### src/rhh_pkg.sv
package rhh_pkg;

  localparam int HASH_W = 63;
  localparam int KEY_W  = 64;
  localparam int VAL_W  = 64;
  localparam int TAG_W  = 64;
  localparam int CFG_W  = 11;
  localparam int CNT_W  = 11;

  // A slot entry is packed as {value, key, tag}; a zero tag marks an empty slot.
  localparam int ENT_W  = TAG_W + KEY_W + VAL_W;

  localparam int IN_DATA_W  = 256;
  localparam int OUT_DATA_W = 80;

  typedef enum logic [1:0] {
    OP_LOOKUP = 2'd0,
    OP_INSERT = 2'd1,
    OP_REMOVE = 2'd2,
    OP_CLEAR  = 2'd3
  } op_e;

  typedef enum logic [1:0] {
    STAT_OK       = 2'd0,
    STAT_NOTFOUND = 2'd1,
    STAT_FULL     = 2'd2
  } status_e;

  typedef enum logic [0:0] {
    REG_TABLE_SIZE = 1'd0,
    REG_FILL_LIMIT = 1'd1
  } reg_e;

  typedef enum logic [1:0] {
    STOP_EMPTY,
    STOP_RICH,
    STOP_EXHAUST
  } stop_e;

  typedef enum logic [4:0] {
    ST_CLEAR,
    ST_IDLE,
    ST_HOME,
    ST_HOME_W,
    ST_P_RD,
    ST_P_CHK,
    ST_P_DIST,
    ST_ACT,
    ST_S_RD,
    ST_S_CHK,
    ST_M_RD,
    ST_M_WR,
    ST_PUT,
    ST_D_RD,
    ST_D_CHK,
    ST_D_HOME,
    ST_D_END,
    ST_DONE
  } state_e;

endpackage

### src/rhh_mod_unit.sv
// Restoring remainder unit: one dividend bit per cycle, busy while it runs.
module rhh_mod_unit #(
  parameter int SW = 11
) (
  input  logic                      clk_i,
  input  logic                      rst_ni,
  input  logic                      start_i,
  input  logic [rhh_pkg::HASH_W-1:0] dividend_i,
  input  logic [SW-1:0]             divisor_i,
  output logic                      busy_o,
  output logic [SW-1:0]             rem_o
);
  import rhh_pkg::*;

  localparam int CW = $clog2(HASH_W + 1);

  logic              busy_q, busy_d;
  logic [CW-1:0]     cnt_q, cnt_d;
  logic [HASH_W-1:0] num_q, num_d;
  logic [SW-1:0]     rem_q, rem_d;
  logic [SW-1:0]     div_q, div_d;
  logic [SW:0]       trial;

  always_comb begin
    busy_d = busy_q;
    cnt_d  = cnt_q;
    num_d  = num_q;
    rem_d  = rem_q;
    div_d  = div_q;
    trial  = {rem_q, num_q[HASH_W-1]};
    if (start_i) begin
      busy_d = 1'b1;
      cnt_d  = CW'(HASH_W);
      num_d  = dividend_i;
      rem_d  = '0;
      div_d  = divisor_i;
    end else if (busy_q) begin
      num_d = {num_q[HASH_W-2:0], 1'b0};
      if (trial >= {1'b0, div_q}) begin
        rem_d = SW'(trial - {1'b0, div_q});
      end else begin
        rem_d = SW'(trial);
      end
      cnt_d = cnt_q - 1'b1;
      if (cnt_q == CW'(1)) begin
        busy_d = 1'b0;
      end
    end
  end

  always_ff @(posedge clk_i or negedge rst_ni) begin
    if (!rst_ni) begin
      busy_q <= 1'b0;
      cnt_q  <= '0;
    end else begin
      busy_q <= busy_d;
      cnt_q  <= cnt_d;
    end
  end

  always_ff @(posedge clk_i) begin
    num_q <= num_d;
    rem_q <= rem_d;
    div_q <= div_d;
  end

  assign busy_o = busy_q;
  assign rem_o  = rem_q;

endmodule

### config.mk
export PLATFORM = sky130hd
export DESIGN_NAME = rhh_mod_unit
export DESIGN_NICKNAME = d
export VERILOG_FILES = /design/src/rhh_pkg.sv /design/src/rhh_mod_unit.sv
export SDC_FILE = /design/constraint.sdc
export NUM_CORES = 1
export LEC_CHECK = 0
export BUFFER_PORTS_ARGS = -buffer_cell sky130_fd_sc_hd__buf_2
export CORE_MARGIN = 2
export CORE_UTILIZATION = 55
export CTS_CLUSTER_DIAMETER = 40
export DETAILED_ROUTE_END_ITERATION = 7
export GPL_ROUTABILITY_DRIVEN = 0
export PLACE_DENSITY = 0.77
export SYNTH_ARGS = -nofsm -noshare
export SYNTH_HDL_FRONTEND = slang
export SYNTH_SLANG_ARGS = --single-unit
### constraint.sdc
create_clock -name clk_i -period 5.78 [get_ports clk_i]
set_clock_uncertainty 0.15 [all_clocks]
set_input_delay 0.289 -clock clk_i [delete_from_list [all_inputs] [get_ports clk_i]]
set_output_delay 0.289 -clock clk_i [all_outputs]
set_load 0.03 [all_outputs]
# After elaboration in Yosys (flattened, before gate mapping)
# Index checks and enable logic that the tools add are counted.
dict set report totals {
  elab_cells 18
  out_inout_bits 12
  regBits 92
}
dict set report classes {
  mux 8
  n_reduce_logical 1
  n_lt_le_gt_ge 1
  eq_ne 1
  n_addsub 2
}
# op n
set ops {}
lappend ops {{2-to-1 mux 63 bit} 2}
lappend ops {{greater-or-equal comparator 12 x 11 -> 1 bit} 1}
lappend ops {{2-to-1 mux 6 bit} 2}
lappend ops {{2-to-1 mux 11 bit} 1}
lappend ops {{subtractor 11 bit} 1}
lappend ops {{equality test 6 x 1 -> 1 bit (second input constant)} 1}
lappend ops {{subtractor 6 x 1 -> 6 bit (second input constant)} 1}
lappend ops {{2-to-1 mux 1 bit} 3}
lappend ops {{nonzero test 2 bit} 1}

# Depth between registers and ports, before layout
dict set report depth {
  word_depth 4
  ltp_mapped 10
  ltp_nobuf 9
}

# Least setup slack after synthesis
# OpenSTA, ideal clock, no wires.
dict set report synth_timing {
  kind {register to register}
  startpoint {register rem_q[0] (netlist: rem_o[0])}
  endpoint {register rem_q[4] (netlist: rem_o[4])}
  required_time_ps 5539
  path_stages_with_launch 10
  arrival_time_ps 2510
  path_buffers 1
  setup_slack_ps 3030
  path_cell_list {dfxtp_1 -> inv_1 -> fa_1 -> nand2b_1 -> a21oi_1 -> o2111ai_1 -> and3_1 -> buf_6 -> or3_1 -> a311oi_1}
}
dict set report synth_via {
  elab_chain_cells 2
}
# item line_no
set synth_lines {}
lappend synth_lines {{start: declaration} rhh_mod_unit.sv:20} ;# logic [SW-1:0] rem_q, rem_d;
lappend synth_lines {{start signal: assignment} rhh_mod_unit.sv:63} ;# rem_q <= rem_d;
lappend synth_lines {{subtractor 11 bit / greater-or-equal comparator 12 x 11 -> 1 bit (equally long branches)} {rhh_mod_unit.sv:40, rhh_mod_unit.sv:39}}
lappend synth_lines {{2-to-1 mux 11 bit (*)} rhh_mod_unit.sv:39} ;# if (trial >= {1'b0, div_q}) begin
# Mark *: on every way between the ends. The rest lies on a longest branch, timed or not.
# A chain may end at the register's enable or synchronous reset.

# Worst setup path after layout
dict set report layout_timing {
  startpoint {register num_q[62]}
  endpoint {register rem_q[4] (netlist: rem_o[4])}
}
dict set report layout_via {
  elab_chain_cells 2
}
# item line_no
set layout_lines {}
lappend layout_lines {{start: declaration} rhh_mod_unit.sv:19} ;# logic [HASH_W-1:0] num_q, num_d;
lappend layout_lines {{start signal: assignment} rhh_mod_unit.sv:62} ;# num_q <= num_d;
lappend layout_lines {{subtractor 11 bit / greater-or-equal comparator 12 x 11 -> 1 bit (equally long branches)} {rhh_mod_unit.sv:40, rhh_mod_unit.sv:39}}
lappend layout_lines {{2-to-1 mux 11 bit (*)} rhh_mod_unit.sv:39}
# Marked as above.

==> metrics.cfg <==
[timing]
period_needed_ns = 2.86
min_period_over_period = 0.495
setup-tns-final_ns = 0
slew_viol_final = 0
rsz0062_at_grt = no
setup_ws_ns = 2.92
setup_viol = 0
tightest_slew_ns = 0.889
fmax_mhz = 350
hold_viol = 0
relSlewSlack = 0.407
hold_slack_ns = 0.0716

[synthesis]
synthMostInstantiatedCell = edfxtp_1
synth-edff-count = 74
ys_seq_area_frac = 0.594
synth_common_cells = edfxtp_1 (74), mux2_2 (65), nor2_1 (19)
synth.area.top_cells = edfxtp_1 (50%), mux2_2 (17%), dfxtp_1 (5.0%), dfrtp_1 (4.0%), ha_1 (3.7%)
synthCells = 324
yosys_warnings = 0
ys_seq_elements = 92
post_synth_instance_area_um2 = 4400
yosys.area.top_type = edfxtp_1
synth-async-reset-ratio = 0.0761
ys_types = 45
synth_top_area_share = 0.505
syn_nets = 415
syn_area_per_cell_um2 = 13.6
synth_top_flop_cell = edfxtp_1

[setup_path]
critical_path.startpoint = num_q[62]
crit_path_end_kind = flip-flop
cp_num_cells = 9
cp_max_fo = 10
critical_path_class = reg2reg
r2r_cells = 9
critical-path-max-stage-delay_ns = 0.41
ff2ff_setup_slack_ns = 2.92
timing.rr.start = num_q[62]
crit_required_ns = 5.89
cp-start-kind = flip-flop
cpLargestDelayFamily = simple AND/OR/NAND/NOR gates
path_cells = inv_1 > ha_1 > fa_1 > nand2b_1 > a21oi_1 > o2111ai_1 > and3_1 > or3_1 > a311oi_1
arrival_ns = 2.97
cpMaxStageDelayCell = fa_1
timing.critical_path.buf_inv = 1
cp-endpoint = rem_o[4]
r2r-end = rem_o[4]

[detailed_routing]
via_count = 2827
wl_per_cell_um = 15.5
wl_met1_mm = 3.66
avgViaCountPerCell = 5.34
drcViolationCount = 0
drtIter0Drc = 173
routed_wl_mm = 8.20
top_layer_used = met4
dr.pass1.iters = 4
dr_wl_met2_mm = 3.90
routed-wl-met3_um = 522
ant_nets = 0

[cts]
insertion_delay_ns = 0.35
cts_max_path_buffers = 2
cts_root_buf = clkbuf_8
post_cts_resized = 0
cts_buffers = 9
cts_setup_buffers = 0
htree_levels = 3
clock_sinks = 92
hold_buffers = 12
cts_tree = built
cts.clk_slew.worst_paths_ns = 0.09

[power]
switching_share = 0.318
pwr_density_cell_nw_per_um2 = 363
pwr-share-seq = 0.453
cellLeakagePower_nw = 2.20
p_clk_frac = 0.245
intPower_mw = 1.30
power.total_mw = 1.91
switching_power_mw = 0.608
combPwrFrac = 0.303
peakVddDrop_uv = 182

[place]
hpwl_mm = 5.52
pre_cts_ws_ns = 2.99
port_buffers = 88
place_inst = 502

[grt]
grt_usage = 0.202
grt_overflow_total = 0
antenna_found_initial = 0
grt_pass1_wl_mm = 13.7
grt_pass1_vias = 2945
grt_max_degree = 77

[finish]
area_growth_pct = 19.6
fillers = 584
finalNonFillerCells = 529
antenna_cells = 0
final_nets = 514
drive_gt1_frac = 0.407

[floorplanning]
die_height_um = 93.5
core-area_um2 = 7730
die_w_um = 93.5
die-area_um2 = 8740
initial_core_util = 0.570
num_io_pins = 89
core.rowCount = 32

[status]
status = complete, no violations

[min_path]
hp-class = in2reg

[flow_run]
cap_violations = 0

registers in the layout, indices dropped and copies added (netlist names):
register / count
num_q: 63
div_q: 11
rem_o: 11
cnt_q: 6
busy_o: 1
stage by stage:
stage               utilization  instance area [um^2]
floorplan                     -                  4400
global placement          0.638                  4930
detailed placement        0.638                  4930
CTS                       0.681                  5260
global route              0.681                  5260
finish                    0.681                  5260
cells in the final DEF, fill, tap and decap left out, drive strengths merged, types with 3 or more instances in the layout:
cell	netlist	final
a21o	5	5
a21oi	8	8
a311oi	8	8
and3	4	4
buf	2	91
clkbuf	13	9
dfrtp	7	7
dfxtp	11	11
dlygate4sd3	0	12
edfxtp	74	74
ha	13	13
inv	16	17
mux2	65	65
nand2	17	17
nand2b	9	9
nand3	4	4
nand3b	3	3
nor2	19	19
nor3b	3	3
o21ai	7	7
xnor2	4	4
power by group through the flow:
stage	combinational (mW)	clock, mW	sequential (mW)
global placement	0.545	0	0.874
CTS	0.576	0.477	0.864
finish	0.578	0.467	0.864
detailed placement	0.562	0	0.879
floorplan	0.378	0	0.925
global route	0.638	0.498	0.875
worst min-delay path by stage:
stage | start | to | slack (ns) | cells past startpoint
2_1_floorplan | rst_ni | busy_o | -0.16 | 0
5_1_grt | dividend_i[0] | num_q[0] | 0.07 | 2
3_3_place_gp | rst_ni | cnt_q[4] | -0.02 | 1
6_report | dividend_i[0] | num_q[0] | 0.07 | 2
4_1_cts | dividend_i[0] | num_q[0] | 0.06 | 2
3_5_place_dp | rst_ni | cnt_q[3] | -0.01 | 1
cell families (layout without fill, tap and decap cells):
kind of cell	after synthesis	in the layout	synth area share
flip-flops	92	92	0.594
AND/OR/NAND/NOR	71	71	0.0847
buffers and inverters	31	134	0.0284
multiplexers	67	67	0.171
XOR/XNOR	6	6	0.0119
adder cells (fa/ha/maj)	14	14	0.0415
AO/OA/AOI/OAI	43	43	0.0682
final cells by class:
cell class | instances | area [um^2] | area share
clock inverters | 6 | 88.8 | 0.0169
flip-flops and latches | 92 | 2620 | 0.497
repair buffers | 103 | 586 | 0.111
inverters | 16 | 60.1 | 0.0114
well taps | 102 | 128 | 0.0242
multi-input cells | 201 | 1660 | 0.315
clock buffers | 9 | 124 | 0.0235
layer usage:
| metal | vias up | GRT usage |
|---|---|---|
| li1 | 1406 | - |
| met1 | 1337 | 0.262 |
| met2 | 76 | 0.328 |
| met3 | 8 | 0.0588 |
| met4 | 0 | 0.0637 |
| met5 | - | 0 |
Power figures use the tool's default switching activity.
