===== src/rhh_ram.sv =====
module rhh_ram #(
  parameter int WIDTH = 8,
  parameter int DEPTH = 16
) (
  input  logic                     clk_i,
  input  logic                     we_i,
  input  logic [$clog2(DEPTH)-1:0] waddr_i,
  input  logic [WIDTH-1:0]         wdata_i,
  input  logic [$clog2(DEPTH)-1:0] raddr_i,
  output logic [WIDTH-1:0]         rdata_o
);

  logic [WIDTH-1:0] mem [DEPTH];

  always_ff @(posedge clk_i) begin
    if (we_i) begin
      mem[waddr_i] <= wdata_i;
    end
    rdata_o <= mem[raddr_i];
  end

endmodule


===== config.mk =====
export PLATFORM = sky130hd
export DESIGN_NAME = rhh_ram
export DESIGN_NICKNAME = d
export VERILOG_FILES = /design/src/rhh_ram.sv
export SDC_FILE = /design/constraint.sdc
export NUM_CORES = 1
export LEC_CHECK = 0
export ABC_AREA = 1
export BUFFER_PORTS_ARGS = -buffer_cell sky130_fd_sc_hd__buf_2
export CAP_MARGIN = 20
export CORE_MARGIN = 2
export CORE_UTILIZATION = 65
export CTS_BUF_LIST = sky130_fd_sc_hd__clkbuf_4
export DETAILED_ROUTE_END_ITERATION = 6
export PLACE_DENSITY_LB_ADDON = 0.12
export SYNTH_ARGS = -nofsm -noshare
export SYNTH_HDL_FRONTEND = slang
export SYNTH_SLANG_ARGS = --single-unit
export TNS_END_PERCENT = 5

===== constraint.sdc =====
create_clock -name clk_i -period 1.7 [get_ports clk_i]
set_input_delay 0.085 -clock clk_i [delete_from_list [all_inputs] [get_ports clk_i]]
set_output_delay 0.085 -clock clk_i [all_outputs]
set_load 0.02 [all_outputs]

; ---- Word level (Yosys, flattened, before mapping)
; Memory sizes are Yosys's and may differ from the RTL's. A register that Yosys moved wholly into a read port is not among the register bits.
; Index checks and enable logic that the tools add are counted.
[classes]
add_sub_neg = 0
mul = 0
div = 0
n_lt_le_gt_ge = 0
eq_ne = 0
n_shift = 0
n_mux = 2
bitwise = 0
reduce_logical = 0
[op_table]
columns = cell, count
row1 = 2-to-1 mux 1 bit, 2
[word_totals]
ff_bits = 0
latch_bits = 0
mem_bits_rw = 128
rom_bits = 0
input_bits = 18
output_inout_bits = 8
elab_cells = 3
mem_count = 1
[memory_table]
columns = name, depth, width, read_ports, rd_clocked_by_memory_dff, wr, line_no
row1 = mem, 16, 8, 1, 1, 1, 13  ; logic [WIDTH-1:0] mem [DEPTH];

; ---- Longest topological paths before layout
; Gate-level depths: netlist (run 1).
[depth]
word_depth = 2
mapped_depth = 8
mapped_depth_nobuf = 7

; ---- Worst setup path before layout (run 1)
; Ideal clock, no wire load.
[synth_timing]
kind = input to register
startpoint = input waddr_i[2]
endpoint = memory mem[10][0], enable pin
setup_ps = 370
arrival_time_ps = 666
required_ps = 1330
setup_slack_ps = 664
stages = 2
path_buffers = 0
cell_sequence = nand3b_1 nor2_1
[synth_lines]
columns = item, line_no
row1 = from (decl), 7  ; input logic [$clog2(DEPTH)-1:0] waddr_i,
row2 = to (decl), 13
; Straight into the memory's write port.

; ---- Worst setup path in the final report (run 1)
[layout_timing]
startpoint = register rdata_o[4], read port of mem
endpoint = output rdata_o[4]
[layout_lines]
columns = item, line_no
row1 = from (decl), 10  ; output logic [WIDTH-1:0] rdata_o
; No word-level cell between the ends.

==> run metrics, run 1 <==
max frequency 0.867 GHz; share of layout cells above drive strength 1 13.0%; DR WL/cell 17.4 um; vias in the first global route 3,838; Buf/Inv on CP 1; root buf cell clkbuf_4; min-delay src raddr_i[2]; Setup Skew 0.0217 ns; crit-path max FO 1; CTS H-tree depth 4; HP Class in -> reg; Leak 2.81 nW; PostCTS Resize Cnt 0; largest net degree at the start of global routing 65; status complete, no violations; clock-pin slew on the worst setup and hold paths 0.12 ns; Cell Pwr Density 985 nW/um2; Yosys reg bits 136; Die Width 98.2 um; setup TNS 0 ns; antenna-violating nets left 0; minimum clock period 1.15 ns; Syn Nets 569; clk_lat worst skew 0.53 ns; Rows 34; Worst setup SP type flop; Post-Place Cell Area 6040 um2; IO Pins 26; worst path cell trace buf_2; Max stage delay on crit path 0.38 ns; Overflow after GRT 0; Rel. slew slack 58.0%; Yosys warning total 0; Arrival @ worst endpoint 1.07 ns; RR Startpoint mem[13][0]; Synth Instances 551; initial antenna violation count 0; RSZ-0062 raised after global routing false; sequential area share after synthesis 69.4%; Hold-fix buffers, CTS 9; Avg Cell Area, Syn 10.5 um2; vias per inst 5.41; Hold Fails Final Rpt 0; most frequent cells in the layout nand2_1, edfxtp_1, inv_1, nand3_1, buf_2; routed wire length 12,500 um; Worst Setup SP rdata_o[4]; CTS Sinks 136; Inserted Diodes 0; Setup WS pre-CTS 0.408 ns; family with the most delay on the worst path flip-flops; GRT Total Usage 28.5%; Pwr Total 6.32 mW; post-route cell area 6410 um2; fin. max-slew vios 0; Worst VDD drop 0.667 mV; Post-route DRC 0; final core utilization 73.9%; Synth-to-Final Area Change 11.2%; CP Capture Type output pin; placer congestion estimate 0.813; worst setup margin 0.547 ns; Cell variety after synth 12; r2r worst-path depth 6; DR vias 3,906; Setup violations, final 0; postcts setup bufs 0; CP Data Required Time 1.62 ns; initial drt markers 397; first-pass GRT wire length 20,400 um; die extent in y 98.2 um; hold_ws 0.138 ns; total CTS buffers 17; Final Net Count 619; worst-case clock buffer depth 2; Mapped Area 5770 um2; Starting Density 66.5%; DP HPWL 7570 um; Inst Count DP 681; post-route insts no fill 722; DIE AREA 9640 um2; kind of critical path reg -> out; max-cap violations 0; number of I/O port buffers 25; hold depth 5; Final Cycle Share 67.8%; critical path depth 1; drt pass-1 iters 5; CTS tree yes; Crit-path slowest cell dfxtp_1; commonest non-fill, non-tap cell in the layout nand2_1; core area 8680 um2; Worst-Margin Slew 0.629 ns
[flip-flops by register name, indices dropped and copies added (netlist names)]
name and count:
mem 128, rdata_o 8
[final timing paths]
kind	to	slack [ns]
setup / recovery	rdata_o[4]	0.55
hold / removal	rdata_o[6]	0.14
setup reg to reg	rdata_o[0]	0.68
hold reg to reg	rdata_o[3]	0.68
[cells by family after synthesis]
group	count (synthesis)	synth area share, %
buf+inv	126	9.52
flops	136	69.4
simple gates	289	21.0
[synth_stat cells]
library cell	count	share of area, %
buf_1	1	0.065
inv_2	2	0.13
buf_6	6	1.2
nand3b_1	2	0.26
nand3_1	97	8.4
nor2_1	17	1.1
nand2_1	173	11
buf_2	13	1.1
buf_4	4	0.52
inv_1	100	6.5
dfxtp_1	8	2.8
edfxtp_1	128	67
[cell type report]
cell class	instances	area (um2)
clock buffer	17	128
clock inverter	15	153
fill	591	2260
inverter	102	383
multi-input combinational	289	1210
sequential	136	4000
tap	108	135
timing repair buffer	55	398
[worst reg2reg max path, stage by stage, from the launching register on]
cell and delay (ns):
edfxtp_1 0.38, inv_1 0.07, nand2_1 0.06, nand3_1 0.10, nand3_1 0.10, nand3_1 0.15, nand2_1 0.06
[metal layers]
metal	up-vias	part of all wire, %	wire, um	track usage (%)
met3	12	8.1	1020	6.16
met1	1833	40	5070	40.0
li1	1874	-	-	-
met4	0	0.99	124	8.22
met5	-	0	0	0
met2	187	50	6330	45.9
[power breakdown]
group	internal, mW	switching [mW]
sequential	3.74	0.0235
combinational	0.150	0.344
clock	0.871	1.19
(Power assumes the default switching activity.)
==> run 2, diff against run 1 <==
ABC_AREA = 0   (was 1)
CORE_UTILIZATION = 57   (was 65)
clock period = 1 ns   (was 1.7 ns; I/O delays follow)
==> run metrics, run 2 <==
CP Capture Type flop; commonest non-fill, non-tap cell in the layout edfxtp_1; Worst setup SP type flop; Top FF cell, synth edfxtp_1; routed wire length 10,200 um (-19%); IO Pins 26 (unchanged); CTS tree yes; top sig layer met4; placer congestion estimate 0.772 (-5.0%); Yosys warning total 0 (unchanged); top post-synthesis cells by count edfxtp_1, mux4_2, a22oi_1, mux4_1, nor2_1; worst setup margin -0.354 ns (-0.901 ns); kind of critical path reg -> reg; Leak 2.17 nW (-23%); max reg flops 128 (unchanged); met3 wire length 940 um (-7.4%); number of I/O port buffers 25 (unchanged); Post-Place Cell Area 5820 um2 (-3.7%); M1 WL 4190 um (-18%); clk_lat worst skew 0.50 ns (-0.03 ns); CTS Sinks 136 (unchanged); min-delay src raddr_i[3]; HP Class in -> reg; most frequent cell after synthesis edfxtp_1; Die Width 99.0 um (+0.86%); total CTS buffers 17 (unchanged); final core utilization 72.4% (-1.5 points); fin. max-slew vios 0 (unchanged); top cells by area, synth edfxtp_1, mux4_2, mux4_1, dfxtp_1, a22oi_1; Cell Pwr Density 1810 nW/um2 (+84%); failing checks negative setup slack; root buf cell clkbuf_4; DR vias 2,560 (-34%); Post-route DRC 0 (unchanged); DP HPWL 6910 um (-8.7%); Avg Cell Area, Syn 22.5 um2 (+110%); RR Startpoint mem[3][6]; CP Data Required Time 1.38 ns (-0.24 ns); area leader, netlist edfxtp_1; initial drt markers 273 (-31%); clock-pin slew on the worst setup and hold paths 0.12 ns (about the same); Overflow after GRT 0 (unchanged); Syn Nets 247 (-57%); Yosys reg bits 136 (unchanged); Synth-to-Final Area Change 22.6%; Cell variety after synth 19 (+7); CTS H-tree depth 4 (unchanged); share of layout cells above drive strength 1 46.8% (+34 points); Final Cycle Share 135%; Hold Fails Final Rpt 0 (unchanged); Setup violations, final 13 (+13); minimum clock period 1.35 ns; antenna-violating nets left 0 (unchanged); drt pass-1 iters 4 (-1); largest net degree at the start of global routing 18 (-72%); first-pass GRT wire length 15,600 um (-24%); Sw Ratio 20.6% (-4.1 points); Filler Cell Count 518 (-12%); vias per inst 5.80 (+7.3%); initial antenna violation count 0 (unchanged); GRT Total Usage 23.0% (-5.4 points); Reg power frac 56.2% (-3.4 points); sequential area share after synthesis 77.8% (+8.4 points); Synth top area share 74.7% (+8.0 points); Clock power frac 36.5% (+3.9 points); Most flops, register mem; max-cap violations 0 (unchanged); Pwr Total 11.4 mW (+81%); DIE AREA 9810 um2 (+1.7%); P_int 9.07 mW (+90%); status finished, violations left; Mapped Area 5150 um2 (-11%); most frequent cells in the layout edfxtp_1, buf_4, mux4_2, clkbuf_4, buf_2; Post-synth EDFFs 128 (unchanged); switching pwr 2.35 mW (+51%); Worst Setup SP mem[3][6]; Final Net Count 339 (-45%); Starting Density 59.0% (-7.4 points); met2 routed WL 5050 um (-20%); Top Registers mem (128), rdata_o (8); Rows 34 (unchanged); Worst VDD drop 0.903 mV (+35%); Synth Instances 229 (-58%); RSZ-0062 raised after global routing true; Comb pwr share 7.2% (-0.6 points); core area 8720 um2 (+0.49%); vias in the first global route 2,615 (-32%); Arrival @ worst endpoint 1.73 ns (+0.66 ns); post-route cell area 6310 um2 (-1.6%); DR WL/cell 23.2 um (+33%); Setup Skew 0.0267 ns (+0.00503 ns); postcts setup bufs 0 (unchanged); worst-case clock buffer depth 2 (unchanged); Inserted Diodes 0 (unchanged); crit-path max FO 1 (unchanged); die extent in y 99.0 um (+0.86%); max frequency 0.738 GHz; Rel. slew slack 42.5% (-16 points); Worst-Margin Slew 0.861 ns (+0.232 ns); ys async rst share 0% (unchanged)
[run 2: cell types whose count changed after synthesis, sizes merged, moves of 4 or more]
cell	delta
nor2	-4
mux4	+32
a22oi	+16
inv	-102
nand3	-96
nor3	+4
buf	-17
nand2	-164
[run 2: path summary, 6_finish.rpt]
path,to,slack (ns),cells past startpoint
hold / removal,rdata_o[0],0.14,4
hold reg to reg,rdata_o[2],0.66,3
setup / recovery,rdata_o[6],-0.35,3
setup reg to reg,rdata_o[6],-0.35,3
[run 2: repair_timing]
item,in CTS,in global routing
endpoints found under the hold margin,128,0
pin swaps,2,4
hold buffers,8,0
gates resized for setup,23,7
endpoints found under the setup margin,16,16
[run 2: area by class of cell]
cell class	instances	area, um2	share of cell area, %
flip-flops and latches	136	4010	63.6
multi-input cells	83	1080	17.1
clock inverters	12	200	3.17
repair buffers	83	739	11.7
clock buffers	19	143	2.26
well taps	108	135	2.14
[run 2: worst max-delay path, cell delays in order, from the launching register on]
cell and delay [ns]:
edfxtp_1 0.39, mux4_2 0.48, a22oi_2 0.28, nand2_1 0.07
[run 2: routing by layer]
metal	GRT usage, %	vias up
li1	-	1154
met1	34.2	1282
met2	34.9	122
met3	4.89	2
met4	7.90	0
met5	0	-
[run 2: stage by stage]
stage	hold WS, ns	worst slack, ns	instances	setup TNS [ns]
2_1_floorplan	0.149	-0.158	229	-5.91
3_3_place_gp	0.435	-0.410	403	-23.59
3_5_place_dp	0.438	-0.426	403	-25.49
4_1_cts	0.0732	-0.372	442	-2.81
5_1_grt	0.105	-0.355	441	-3.06
6_report	0.137	-0.354	441	-2.19
[run 2: kinds of logic after synthesis]
| group | count (synthesis) | share of synthesized area (%) |
|---|---|---|
| multiplexers | 32 | 15.0 |
| buffers and inverters | 10 | 1.68 |
| AND/OR/NAND/NOR | 35 | 3.18 |
| AO/OA/AOI/OAI | 16 | 2.33 |
| flip-flops | 136 | 77.8 |
[run 2: power groups by stage]
stage                     combinational [mW]  clock (mW)  sequential, mW
after floorplan                        0.343           0            6.57
final                                  0.825        4.17            6.42
after detailed placement               0.749           0            6.53
after global routing                   0.883        4.47            6.43
after CTS                              0.828        4.25            6.42
after global placement                 0.740           0            6.53
==> run 3, diff against run 2 <==
CORE_MARGIN = default   (was 2)
==> run metrics, run 3 (synthesis gave the netlist of run 2 again) <==
worst setup margin -0.281 ns (+0.0732 ns); largest net degree at the start of global routing 17 (-1); HP Class in -> reg; Setup Skew 0.0140 ns (-0.0127 ns); root buf cell clkbuf_4; postcts setup bufs 0 (unchanged); number of I/O port buffers 25 (unchanged); CP Data Required Time 1.38 ns (about the same); Final Cycle Share 128% (-7.3 points); CTS tree yes; final core utilization 70.9% (-1.5 points); r2r worst-path depth 3 (unchanged); share of layout cells above drive strength 1 44.3% (-2.5 points); Post-route DRC 0 (unchanged); status finished, violations left; GR peak layer met2; Arrival @ worst endpoint 1.66 ns (-0.07 ns); Synth-to-Final Area Change 20.1%; Crit-path slowest cell mux4_2; max-cap violations 0 (unchanged); DR vias 2,470 (-3.5%); Rows 34 (unchanged); CP Capture Type flop; Starting Density 59.0% (unchanged); end of the critical path rdata_o[0]; Worst VDD drop 0.829 mV (-8.2%); die extent in y 97.0 um (-2.0%); most frequent cells in the layout edfxtp_1, mux4_2, buf_4, clkbuf_4, buf_2; RSZ-0062 raised after global routing true; Worst setup SP type flop; worst path cell trace mux4_2 > a22oi_2 > nand2_1; initial drt markers 171 (-37%); Rel. slew slack 47.3% (+4.8 points); IO Pins 26 (unchanged); initial antenna violation count 0 (unchanged); max reg flops 128 (unchanged); antenna-violating nets left 0 (unchanged); DR WL/cell 21.9 um (-5.4%); capturing point of the worst reg2reg path rdata_o[0]; CTS H-tree depth 4 (unchanged); FF-to-FF setup slack -0.28 ns (+0.07 ns); Inst Count DP 384 (-4.7%); kind of critical path reg -> reg; first-pass GRT wire length 14,400 um (-7.7%); met1 usage 29.2% (-4.9 points); Worst Setup SP mem[2][0]; Worst-Margin Slew 0.788 ns (-0.0734 ns); max frequency 0.781 GHz (+5.7%); Inserted Diodes 0 (unchanged); Cell Pwr Density 1770 nW/um2 (-2.0%); fin. max-slew vios 0 (unchanged); worst-case clock buffer depth 2 (unchanged); Buf/Inv on CP 0 (unchanged); routed wire length 9290 um (-9.0%); crit-path max FO 1 (unchanged); DIE AREA 9410 um2 (-4.0%); CTS Sinks 136 (unchanged); met2 Use GR 34.8% (-0.043 points); placer congestion estimate 0.700 (-9.4%); commonest non-fill, non-tap cell in the layout edfxtp_1; clock-pin slew on the worst setup and hold paths 0.12 ns (about the same); failing checks negative setup slack; vias in the first global route 2,557 (-2.2%); post-route insts no fill 424 (-3.9%); Hold Fails Final Rpt 0 (unchanged); DP HPWL 5940 um (-14%); Final Net Count 321 (-5.3%); Die Width 97.0 um (-2.0%); Leak 2.06 nW (-5.2%); vias per inst 5.83 (+0.35%); Most flops, register mem; GRT Total Usage 21.6% (-1.5 points); Setup violations, final 11 (-2); minimum clock period 1.28 ns (-0.0732 ns); clk_lat worst skew 0.50 ns (about the same); RR Startpoint mem[2][0]; min-delay src raddr_i[2]; critical path depth 3 (unchanged); Top Registers mem (128), rdata_o (8); core area 8720 um2 (unchanged); Max stage delay on crit path 0.48 ns (about the same); drt pass-1 iters 4 (unchanged); Overflow after GRT 0 (unchanged); family with the most delay on the worst path multiplexers; total CTS buffers 17 (unchanged); met3 usage 4.91% (+0.020 points)
[run 3: cell types whose count changed in the layout (fill, tap and decap cells not counted), moves of 2 or more]
cell / before / now
clkinvlp_4: 3 / 6
bufinv_16: 5 / 3
buf_4: 42 / 21
buf_12: 9 / 11
clkinv_2: 2 / 0
a22oi_1: 10 / 8
inv_6: 1 / 3
a22oi_2: 6 / 8
[run 3: worst min path at each step]
stage | end | cells past startpoint
detailed placement | mem[14][7] | 1
floorplan | mem[0][0] | 0
global route | rdata_o[7] | 4
global placement | mem[0][0] | 1
finish | rdata_o[7] | 4
CTS | rdata_o[7] | 4
[run 3: metal layers]
| layer | part of all wire [%] | wire length (um) |
|---|---|---|
| met5 | 0 | 0 |
| met4 | 1.1 | 106 |
| met3 | 5.2 | 481 |
| met2 | 51 | 4770 |
| met1 | 42 | 3940 |
[run 3: worst min-delay path: stages]
cell and delay, ns:
buf_2 0.10, and2b_1 0.24, a22oi_2 0.07, nand2_1 0.06
[run 3: cell type report]
cell class	count	area, um2
clock inverters	14	174
multi-input cells	83	1090
fillers	521	2540
well taps	108	135
repair buffers	65	633
flip-flops and latches	136	4010
clock buffers	18	135
[run 3: timing repair]
action,in CTS,in global routing
endpoints found under the hold margin,128,0
gates cloned,0,0
setup endpoints to repair,16,16
hold buffers,8,0
gates resized for setup,28,5
pin swaps,2,5
[run 3: power by group]
| part | total (mW) | switching [mW] | internal [mW] |
|---|---|---|---|
| Sequential | 6.42 | 0.0468 | 6.37 |
| Clock | 3.73 | 1.96 | 1.78 |
| Combinational | 0.809 | 0.406 | 0.404 |
| Total | 11.0 | 2.41 | 8.55 |
[run 3: metrics by stage]
step           total power, mW  setup WS, ns  setup TNS (ns)  instance area [um2]  hold WS [ns]
2_1_floorplan             6.91        -0.158           -5.91                 5160         0.149
3_3_place_gp              7.24        -0.467          -19.89                 5700         0.441
3_5_place_dp              7.26        -0.436          -21.25                 5700         0.448
4_1_cts                   11.1        -0.313           -2.62                 6170        0.0386
5_1_grt                   11.4        -0.320           -3.03                 6180        0.0801
6_report                  11.0        -0.281           -2.11                 6180        0.0647
